<file path="src/rtl/core/afd_pkg.sv">
// Package for the API frame deframer with checksum.
// Holds the byte constants, result kind codes and the result record type.
// No dependencies.
package afd_pkg;

  localparam logic [7:0] FRAME_DELIM      = 8'h7E;
  localparam logic [7:0] SUM_GOOD         = 8'hFF;
  localparam logic [7:0] HUNT_LIMIT_RESET = 8'd30;

  localparam logic [1:0] KIND_PAYLOAD = 2'd0;
  localparam logic [1:0] KIND_GOOD    = 2'd1;
  localparam logic [1:0] KIND_BAD     = 2'd2;
  localparam logic [1:0] KIND_TIMEOUT = 2'd3;

  typedef struct packed {
    logic [1:0] kind;
    logic [7:0] data_byte;
    logic [7:0] byte_index;
    logic [7:0] frame_length;
  } result_t;

endpackage

</file>
<file path="src/rtl/core/afd_in_reg.sv">
// Input register stage of the frame deframer.
// Captures one received byte per request; depends on no package.
module afd_in_reg (
  input  logic       clk,
  input  logic       rst_n,
  input  logic       in_valid,
  output logic       in_ready,
  input  logic [7:0] in_rx_byte,
  input  logic       take,
  output logic       s1_valid,
  output logic [7:0] s1_byte
);

  logic       valid_r;
  logic       valid_nxt;
  logic [7:0] byte_r;

  assign in_ready  = !valid_r || take;
  assign valid_nxt = (in_valid && in_ready) ? 1'b1 : (take ? 1'b0 : valid_r);

  always_ff @(posedge clk) begin
    if (!rst_n) begin
      valid_r <= 1'b0;
    end else begin
      valid_r <= valid_nxt;
    end
  end

  always_ff @(posedge clk) begin
    if (in_valid && in_ready) begin
      byte_r <= in_rx_byte;
    end
  end

  assign s1_valid = valid_r;
  assign s1_byte  = byte_r;

endmodule

</file>
<file path="src/rtl/core/afd_parser.sv">
// Frame parser state machine: hunting, header, payload and checksum phases.
// Depends on afd_pkg for constants, kind codes and result_t.
module afd_parser (
  input  logic            clk,
  input  logic            rst_n,
  input  logic            step,
  input  logic [7:0]      rx_byte,
  input  logic [7:0]      hunt_limit,
  output logic            res_valid,
  output afd_pkg::result_t res
);

  import afd_pkg::*;

  localparam logic [2:0] PH_HUNT   = 3'd0;
  localparam logic [2:0] PH_LEN_HI = 3'd1;
  localparam logic [2:0] PH_LEN_LO = 3'd2;
  localparam logic [2:0] PH_BODY   = 3'd3;
  localparam logic [2:0] PH_CHECK  = 3'd4;

  logic [2:0] phase_r;
  logic [2:0] phase_nxt;
  logic [7:0] miss_r;
  logic [7:0] miss_nxt;
  logic [7:0] count_r;
  logic [7:0] count_nxt;
  logic [7:0] seen_r;
  logic [7:0] seen_nxt;
  logic [7:0] sum_r;
  logic [7:0] sum_nxt;
  logic [7:0] sum_add;

  assign sum_add = sum_r + rx_byte;

  always_comb begin
    phase_nxt = phase_r;
    miss_nxt  = miss_r;
    count_nxt = count_r;
    seen_nxt  = seen_r;
    sum_nxt   = sum_r;
    res_valid = 1'b0;
    res       = '0;
    case (phase_r)
      PH_LEN_HI: begin
        phase_nxt = PH_LEN_LO;
      end
      PH_LEN_LO: begin
        count_nxt = rx_byte;
        seen_nxt  = '0;
        phase_nxt = (rx_byte == 8'd0) ? PH_CHECK : PH_BODY;
      end
      PH_BODY: begin
        sum_nxt   = sum_add;
        seen_nxt  = seen_r + 8'd1;
        if (seen_nxt == count_r) begin
          phase_nxt = PH_CHECK;
        end
        res_valid        = 1'b1;
        res.kind         = KIND_PAYLOAD;
        res.data_byte    = rx_byte;
        res.byte_index   = seen_r;
        res.frame_length = count_r;
      end
      PH_CHECK: begin
        sum_nxt          = sum_add;
        phase_nxt        = PH_HUNT;
        miss_nxt         = '0;
        res_valid        = 1'b1;
        res.kind         = (sum_add == SUM_GOOD) ? KIND_GOOD : KIND_BAD;
        res.frame_length = count_r;
      end
      default: begin
        phase_nxt = PH_HUNT;
        if (rx_byte == FRAME_DELIM) begin
          miss_nxt  = '0;
          sum_nxt   = '0;
          seen_nxt  = '0;
          phase_nxt = PH_LEN_HI;
        end else if (miss_r >= hunt_limit) begin
          miss_nxt  = '0;
          res_valid = 1'b1;
          res.kind  = KIND_TIMEOUT;
        end else begin
          miss_nxt = miss_r + 8'd1;
        end
      end
    endcase
  end

  always_ff @(posedge clk) begin
    if (!rst_n) begin
      phase_r <= PH_HUNT;
      miss_r  <= '0;
      count_r <= '0;
      seen_r  <= '0;
      sum_r   <= '0;
    end else if (step) begin
      phase_r <= phase_nxt;
      miss_r  <= miss_nxt;
      count_r <= count_nxt;
      seen_r  <= seen_nxt;
      sum_r   <= sum_nxt;
    end
  end

endmodule

</file>
<file path="src/rtl/core/afd_out_reg.sv">
// Result register of the frame deframer, held until the receiver takes it.
// Depends on afd_pkg for result_t.
module afd_out_reg (
  input  logic             clk,
  input  logic             rst_n,
  input  logic             load,
  input  afd_pkg::result_t res,
  output logic             can_take,
  output logic             out_valid,
  input  logic             out_ready,
  output afd_pkg::result_t out_res
);

  import afd_pkg::*;

  logic    valid_r;
  logic    valid_nxt;
  result_t res_r;

  assign can_take  = !valid_r || out_ready;
  assign valid_nxt = load ? 1'b1 : (out_ready ? 1'b0 : valid_r);

  always_ff @(posedge clk) begin
    if (!rst_n) begin
      valid_r <= 1'b0;
    end else begin
      valid_r <= valid_nxt;
    end
  end

  always_ff @(posedge clk) begin
    if (load) begin
      res_r <= res;
    end
  end

  assign out_valid = valid_r;
  assign out_res   = res_r;

endmodule

</file>
<file path="src/rtl/core/api_frame_deframer_checksum_top.sv">
// Top level of the API frame deframer with checksum.
// Depends on afd_pkg, afd_in_reg, afd_parser and afd_out_reg.
//
// Usage: one received byte enters per request on the in_ channel (valid and
// ready). Payload bytes come out on the out_ channel with their index and the
// frame length; the checksum byte produces a good or bad frame result, and too
// many non-delimiter bytes while hunting produce a timeout result. Header bytes,
// delimiters and tolerated misses produce no result.
// Path: a byte accepted into the input register is parsed when the result register
// can take a result, and any result that it makes then shows on out_valid.
// Throughput: one byte per cycle while out_ready does not hold a waiting result,
// set by the parser step between the input register and the result register.
// Stall: while a result waits and out_ready is low, the parser holds and in_ready
// falls once the input register is full; no result is lost or repeated.
// Reset: rst_n is synchronous and active low. It empties both registers, puts the
// parser into hunting with cleared counters and sets hunt_limit to 30.
// cfg_wr_en writes cfg_wr_data into hunt_limit at once; write it only when idle.
module api_frame_deframer_checksum_top (
  input  logic       clk,
  input  logic       rst_n,
  input  logic       in_valid,
  output logic       in_ready,
  input  logic [7:0] in_rx_byte,
  output logic       out_valid,
  input  logic       out_ready,
  output logic [1:0] out_kind,
  output logic [7:0] out_data_byte,
  output logic [7:0] out_byte_index,
  output logic [7:0] out_frame_length,
  input  logic       cfg_wr_en,
  input  logic [7:0] cfg_wr_data
);

  import afd_pkg::*;

  logic [7:0] hunt_limit_r;
  logic       s1_valid;
  logic [7:0] s1_byte;
  logic       can_take;
  logic       step;
  logic       res_valid;
  result_t    res;
  result_t    out_res;

  always_ff @(posedge clk) begin
    if (!rst_n) begin
      hunt_limit_r <= HUNT_LIMIT_RESET;
    end else if (cfg_wr_en) begin
      hunt_limit_r <= cfg_wr_data;
    end
  end

  assign step = s1_valid && can_take;

  afd_in_reg u_in_reg (
    .clk        (clk),
    .rst_n      (rst_n),
    .in_valid   (in_valid),
    .in_ready   (in_ready),
    .in_rx_byte (in_rx_byte),
    .take       (step),
    .s1_valid   (s1_valid),
    .s1_byte    (s1_byte)
  );

  afd_parser u_parser (
    .clk        (clk),
    .rst_n      (rst_n),
    .step       (step),
    .rx_byte    (s1_byte),
    .hunt_limit (hunt_limit_r),
    .res_valid  (res_valid),
    .res        (res)
  );

  afd_out_reg u_out_reg (
    .clk       (clk),
    .rst_n     (rst_n),
    .load      (step && res_valid),
    .res       (res),
    .can_take  (can_take),
    .out_valid (out_valid),
    .out_ready (out_ready),
    .out_res   (out_res)
  );

  assign out_kind         = out_res.kind;
  assign out_data_byte    = out_res.data_byte;
  assign out_byte_index   = out_res.byte_index;
  assign out_frame_length = out_res.frame_length;

  a_index_in_frame: assert property (@(posedge clk) disable iff (!rst_n)
    out_valid && out_kind == KIND_PAYLOAD |-> out_byte_index < out_frame_length)
    else $error("payload index not below frame length");

  a_data_zero: assert property (@(posedge clk) disable iff (!rst_n)
    out_valid && out_kind != KIND_PAYLOAD |-> out_data_byte == 8'd0
      && out_byte_index == 8'd0)
    else $error("non-payload result carries data");

  a_timeout_len: assert property (@(posedge clk) disable iff (!rst_n)
    out_valid && out_kind == KIND_TIMEOUT |-> out_frame_length == 8'd0)
    else $error("timeout result carries a frame length");

  a_stall_cause: assert property (@(posedge clk) disable iff (!rst_n)
    !in_ready |-> out_valid && !out_ready)
    else $error("input stalled without an output stall");

endmodule

</file>
<file path="config.mk">
export PLATFORM = sky130hd
export DESIGN_NAME = api_frame_deframer_checksum_top
export DESIGN_NICKNAME = d
export VERILOG_FILES = /design/src/rtl/core/afd_pkg.sv /design/src/rtl/core/afd_in_reg.sv /design/src/rtl/core/afd_parser.sv /design/src/rtl/core/afd_out_reg.sv /design/src/rtl/core/api_frame_deframer_checksum_top.sv
export SDC_FILE = /design/constraint.sdc
export NUM_CORES = 1
export LEC_CHECK = 0
export ABC_CLOCK_PERIOD_IN_PS = 3490
export BUFFER_PORTS_ARGS = -buffer_cell sky130_fd_sc_hd__buf_2
export CAP_MARGIN = 25
export CELL_PAD_IN_SITES_DETAIL_PLACEMENT = 0
export CELL_PAD_IN_SITES_GLOBAL_PLACEMENT = 1
export CORE_UTILIZATION = 45
export DETAILED_ROUTE_END_ITERATION = 7
export GPL_ROUTABILITY_DRIVEN = 0
export GPL_TIMING_DRIVEN = 1
export PLACE_DENSITY_LB_ADDON = 0.15
export SYNTH_ARGS = -nofsm -noshare
export SYNTH_HDL_FRONTEND = slang
export SYNTH_SLANG_ARGS = --single-unit
export TNS_END_PERCENT = 5
</file>
<file path="constraint.sdc">
create_clock -name clk -period 3.49 [get_ports clk]
set_input_delay 0.349 -clock clk [delete_from_list [all_inputs] [get_ports clk]]
set_output_delay 0.349 -clock clk [all_outputs]
set_load 0.02 [all_outputs]
</file>
After elaboration in Yosys (flattened, before gate mapping)
Index checks and enable logic that the tools add are counted.
{ "classes": {"order_cmp": 1, "add_sub_neg": 3, "n_eq_ne": 8, "n_reduce_logical": 21, "n_mux": 21, "bitwise": 3} }
{ "op_table": {"columns": ["operator", "n"], "rows": [
  ["case mux 8 bit (2 select lines)", 2],
  ["2-to-1 mux 8 bit", 3],
  ["case mux 8 bit (3 select lines)", 1],
  ["adder 8 x 1 -> 8 bit (second input constant)", 2],
  ["case mux 3 bit (4 select lines)", 1],
  ["adder 8 bit", 1],
  ["equality test 8 x 7 -> 1 bit (second input constant)", 1],
  ["equality test 8 bit", 1],
  ["equality test 8 bit (second input constant)", 1],
  ["greater-or-equal comparator 8 bit", 1],
  ["zero test 8 bit", 1],
  ["2-to-1 mux 1 bit", 7],
  ["equality test 3 x 2 -> 1 bit (second input constant)", 2],
  ["2-to-1 mux 2 bit", 3],
  ["2-to-1 mux 3 bit", 2],
  ["AND reduction 2 bit", 3],
  ["AND reduction 3 bit", 2],
  ["nonzero test 2 bit", 3],
  ["OR reduction 2 bit", 3],
  ["case mux 2 bit (2 select lines)", 1],
  ["equality test 3 x 1 -> 1 bit (second input constant)", 1],
  ["equality test 3 bit (second input constant)", 1],
  ["logical AND 1 bit", 3],
  ["inverter 1 bit", 3],
  ["other kinds (6)", 8]
]} }
{ "word_totals": {"inputBits": 21, "word_cells": 70, "register_bits": 79, "out_inout_bits": 28} }

Longest topological paths before layout
{ "logic_depth": {"word_depth": 6, "ltp_mapped": 9, "mapped_depth_nobuf": 9} }

Hierarchy
From an unflattened synthesis, not the netlist that was laid out.
{ "unflattened": {"hier_cells": 398, "area_unflattened_um2": 4017.6} }
{ "modules_own_cells": {"columns": ["module", "area_each_um2", "n_inst", "cells_each", "seq_area_each_um2"], "rows": [
  ["afd_parser", 2586.2, 1, 328, 700.7],
  ["afd_out_reg", 829.5, 1, 30, 800.8],
  ["api_frame_deframer_checksum_top", 304.0, 1, 27, 160.2],
  ["afd_in_reg", 297.8, 1, 13, 260.2]
]} }

Worst setup path before layout
Ideal clock, no wire load.
{ "synth_path": {"path_kind": "reg-to-reg", "startpoint": "register u_parser.miss_r[0]", "endpoint": "register u_out_reg.res_r (netlist bit u_out_reg.out_res[0]), enable pin", "required_time_ps": 3072, "period_less_slack_ps": 3082, "setup_time_ps": 418, "stages_incl_launch_ff": 8, "slack_ps": 408, "t_arrival_ps": 2664, "cell_sequence": "dfxtp_1 > inv_1 > ha_1 > nand2b_1 > a2111oi_0 > o31ai_1 > nand2_1 > a21oi_1"} }
{ "synth_via": {"elab_chain_cells": 5} }
{ "synth_lines": {"columns": ["element", "line", "source"], "rows": [
  ["start: declaration", "afd_parser.sv:23", "logic [7:0] miss_r;"],
  ["start signal: assignment", "afd_parser.sv:99", "miss_r <= miss_nxt;"],
  ["greater-or-equal comparator 8 bit", "afd_parser.sv:79", "end else if (miss_r >= hunt_limit) begin"],
  ["2-to-1 mux 1 bit", "afd_parser.sv:79", null],
  ["2-to-1 mux 1 bit", "afd_parser.sv:74", "if (rx_byte == FRAME_DELIM) begin"],
  ["case mux 1 bit (2 select lines)", "afd_parser.sv:43", "case (phase_r)"],
  ["logical AND 1 bit", "api_frame_deframer_checksum_top.sv:79", ".load (step && res_valid),"],
  ["via u_out_reg.load", "afd_out_reg.sv:6", "input logic load,"],
  ["end signal: assignment", "afd_out_reg.sv:33", "res_r <= res;"],
  ["end: declaration", "afd_out_reg.sv:18", "result_t res_r;"]
]} }
The timed path passes the listed nets, and every way through them passes these cells.
A chain may end at the register's enable or synchronous reset.

==> impl_metrics.json <==
{
  "netlist_instances": 377,
  "synth_seq_area_share": 0.495,
  "track_usage": 0.198,
  "cts-root-buf": "clkbuf_8",
  "clock_sinks": 79,
  "synthFlopType": "dfxtp_1",
  "critPathRequiredTime_ns": 3.58,
  "ant_nets": 0,
  "ys_types": 57,
  "die_x_um": 94.9,
  "overflow": 0,
  "maxCapViolations": 0,
  "n_antenna_cell": 0,
  "grt_max_degree": 37,
  "p_leak_uw": 0.00184,
  "slew_viol_final": 0,
  "cts_tree": "built",
  "cts_hold_buffers": 0,
  "netlist_area_um2": 3880,
  "antenna_found_initial": 0,
  "m1WireLength_um": 3910,
  "dpl.hpwl_um": 5800,
  "die_y_um": 94.9,
  "ioPinCount": 49,
  "comb_power_share": 0.064,
  "grt_first_pass_wirelength_um": 13400,
  "crit_path_end_kind": "flip-flop",
  "cts_buffers": 9,
  "dpl_worst_slack_ns": 0.930,
  "synth_most_common_cell": "dfxtp_1",
  "tightest_slew_ns": 0.723,
  "path_max_fanout": 4,
  "syn_avg_cell_area_um2": 10.3,
  "dp.cells": 519,
  "core_um2": 8300,
  "finalSetupTns_ns": 0,
  "cts_resized": 0,
  "drive_gt1_frac": 0.179,
  "area_growth_pct": 14.4,
  "drtPass1Iterations": 4,
  "worstPathArrival_ns": 2.64,
  "slowest_delay_ns": 0.44,
  "hold_viol": 0,
  "ys_async_sr_fraction": 0,
  "power_density_nw_per_um2": 419,
  "synth_seq_cells": 79,
  "synth_top_area_cell": "edfxtp_1",
  "die-area_um2": 9010,
  "setup_violations": 0,
  "synth_area_leaders": "edfxtp_1, dfxtp_1, ha_1",
  "sw_frac_of_total": 0.229,
  "min_period_over_period": 0.732,
  "start_kind": "flip-flop",
  "top_layer_used": "met4",
  "min_path_type": "input pin to flip-flop",
  "path_clk_slew_ns": 0.08,
  "path_cells": "ha_1 -> a211oi_1 -> o21bai_1 -> o41ai_1 -> xnor2_1 -> nor4_1 -> o21ai_0",
  "synth_top_area_frac": 0.263,
  "rows": 33,
  "nets": 464,
  "drtIter0Drc": 102,
  "clockPowerShare": 0.397,
  "synth_edf_count": 34,
  "p_sw_uw": 426,
  "power.total_uw": 1860,
  "wire_per_inst_um": 15.2,
  "vias": 2855,
  "final_cells": 535,
  "wl_met3_um": 299,
  "first_global_vias": 2669,
  "critPathKind": "flip-flop to flip-flop",
  "route.met2.wl_um": 3750,
  "fmax_mhz": 391,
  "slew_headroom": 0.514,
  "irDropWorstVdd_uv": 156,
  "wl_um": 8120,
  "crit_path_top_delay_cell": "edfxtp_1",
  "synth_common_cells": "dfxtp_1, edfxtp_1, nor2_1, nor2b_1, nand2_1",
  "cts_buffer_depth": 2,
  "post_cts_buffers": 0,
  "io_buffers": 48,
  "fin_ws_ns": 0.934,
  "status": "complete, no violations",
  "pwr-share-seq": 0.539,
  "start_util": 0.468,
  "fin_skew_ns": 0.00844,
  "vias_per_cell": 5.34,
  "synth_warnings": 0,
  "grt_setup_unrepaired": "no",
  "syn-num-nets": 416,
  "power.internal_uw": 1430,
  "post-route-drc-count": 0,
  "fillers": 788,
  "cts_htree_levels": 3,
  "min_period_ns": 2.56,
  "clkLatencyLatePin_ns": 0.35
}
metrics by stage:
| step | area [um2] | utilization | hold slack (ns) |
|---|---|---|---|
| floorplan | 3880 | - | 0.442 |
| global placement | 4230 | 0.510 | 0.457 |
| detailed placement | 4230 | 0.510 | 0.460 |
| CTS | 4440 | 0.535 | 0.151 |
| global route | 4440 | 0.535 | 0.144 |
| finish | 4440 | 0.535 | 0.164 |
worst paths after layout:
kind              cells after the start                     to  slack (ns)           startpoint
hold / removal                        1    u_in_reg.s1_byte[3]        0.16        in_rx_byte[3]
hold reg to reg                       1      u_parser.sum_r[5]        0.48    u_parser.sum_r[5]
setup / recovery                      7  u_out_reg.out_res[25]        0.93  u_in_reg.s1_byte[1]
setup reg to reg                      7  u_out_reg.out_res[25]        0.93  u_in_reg.s1_byte[1]
layout by cell type, fill, tap and decap left out, types with 14 or more instances in the layout:
| master | Yosys | final |
|---|---|---|
| nand2_1 | 20 | 20 |
| a21oi_1 | 17 | 16 |
| xnor2_1 | 14 | 14 |
| nor2b_1 | 29 | 29 |
| ha_1 | 17 | 17 |
| edfxtp_1 | 34 | 34 |
| and2_1 | 14 | 14 |
| nor2_1 | 31 | 31 |
| inv_1 | 14 | 14 |
| dfxtp_1 | 45 | 45 |
| buf_2 | 1 | 48 |
| o21ai_0 | 16 | 16 |
per-layer routing:
metal / vias to the layer above / global-route usage
met2: 54 / 0.303
met3: 11 / 0.0362
met1: 1334 / 0.272
li1: 1456 / -
met4: 0 / 0.0871
met5: - / 0
critical path: cells and delay by family (launching register included):
kind	cells	cell delay, ns
adders and majority gates	1	0.31
xor gates and xnor gates	1	0.14
AOI/OAI and AO/OA	4	0.99
and+or+nand+nor	1	0.41
DFF	1	0.44
flip-flops by register name, indices dropped and copies added, names as in the netlist:
name	count
u_out_reg.out_valid	1
u_in_reg.s1_byte	8
u_parser.sum_r	8
u_parser.phase_r	3
u_parser.count_r	8
u_parser.seen_r	8
hunt_limit_r	8
u_out_reg.out_res	26
u_in_reg.s1_valid	1
u_parser.miss_r	8
cells by family (layout without fill, tap and decap cells):
family	count (synthesis)	in the layout	share of synthesized area
buffers and inverters	28	81	0.0274
AND/OR/NAND/NOR	137	137	0.189
adder cells (fa/ha/maj)	18	18	0.0599
AO/OA/AOI/OAI	77	77	0.138
flip-flops	79	79	0.495
XOR/XNOR	23	23	0.0519
multiplexers	15	15	0.0393
final cells by class:
class                   instances  area (um2)  share of cell area
flip-flops and latches         79        1920               0.433
multi-input cells             270        1860               0.419
repair buffers                 51         263              0.0591
clock buffers                  11         131              0.0296
well taps                     105         131              0.0296
clock inverters                 5        82.6              0.0186
inverters                      14        52.6              0.0118
power groups by stage:
| stage | sequential, uW | combinational (uW) | clock (uW) |
|---|---|---|---|
| after floorplan | 1010 | 87.9 | 0 |
| after global placement | 1020 | 117 | 0 |
| after detailed placement | 1020 | 119 | 0 |
| after CTS | 1000 | 120 | 758 |
| final | 1000 | 119 | 739 |
| after global routing | 1010 | 134 | 803 |
No activity file was read; power rests on OpenSTA's default activity.
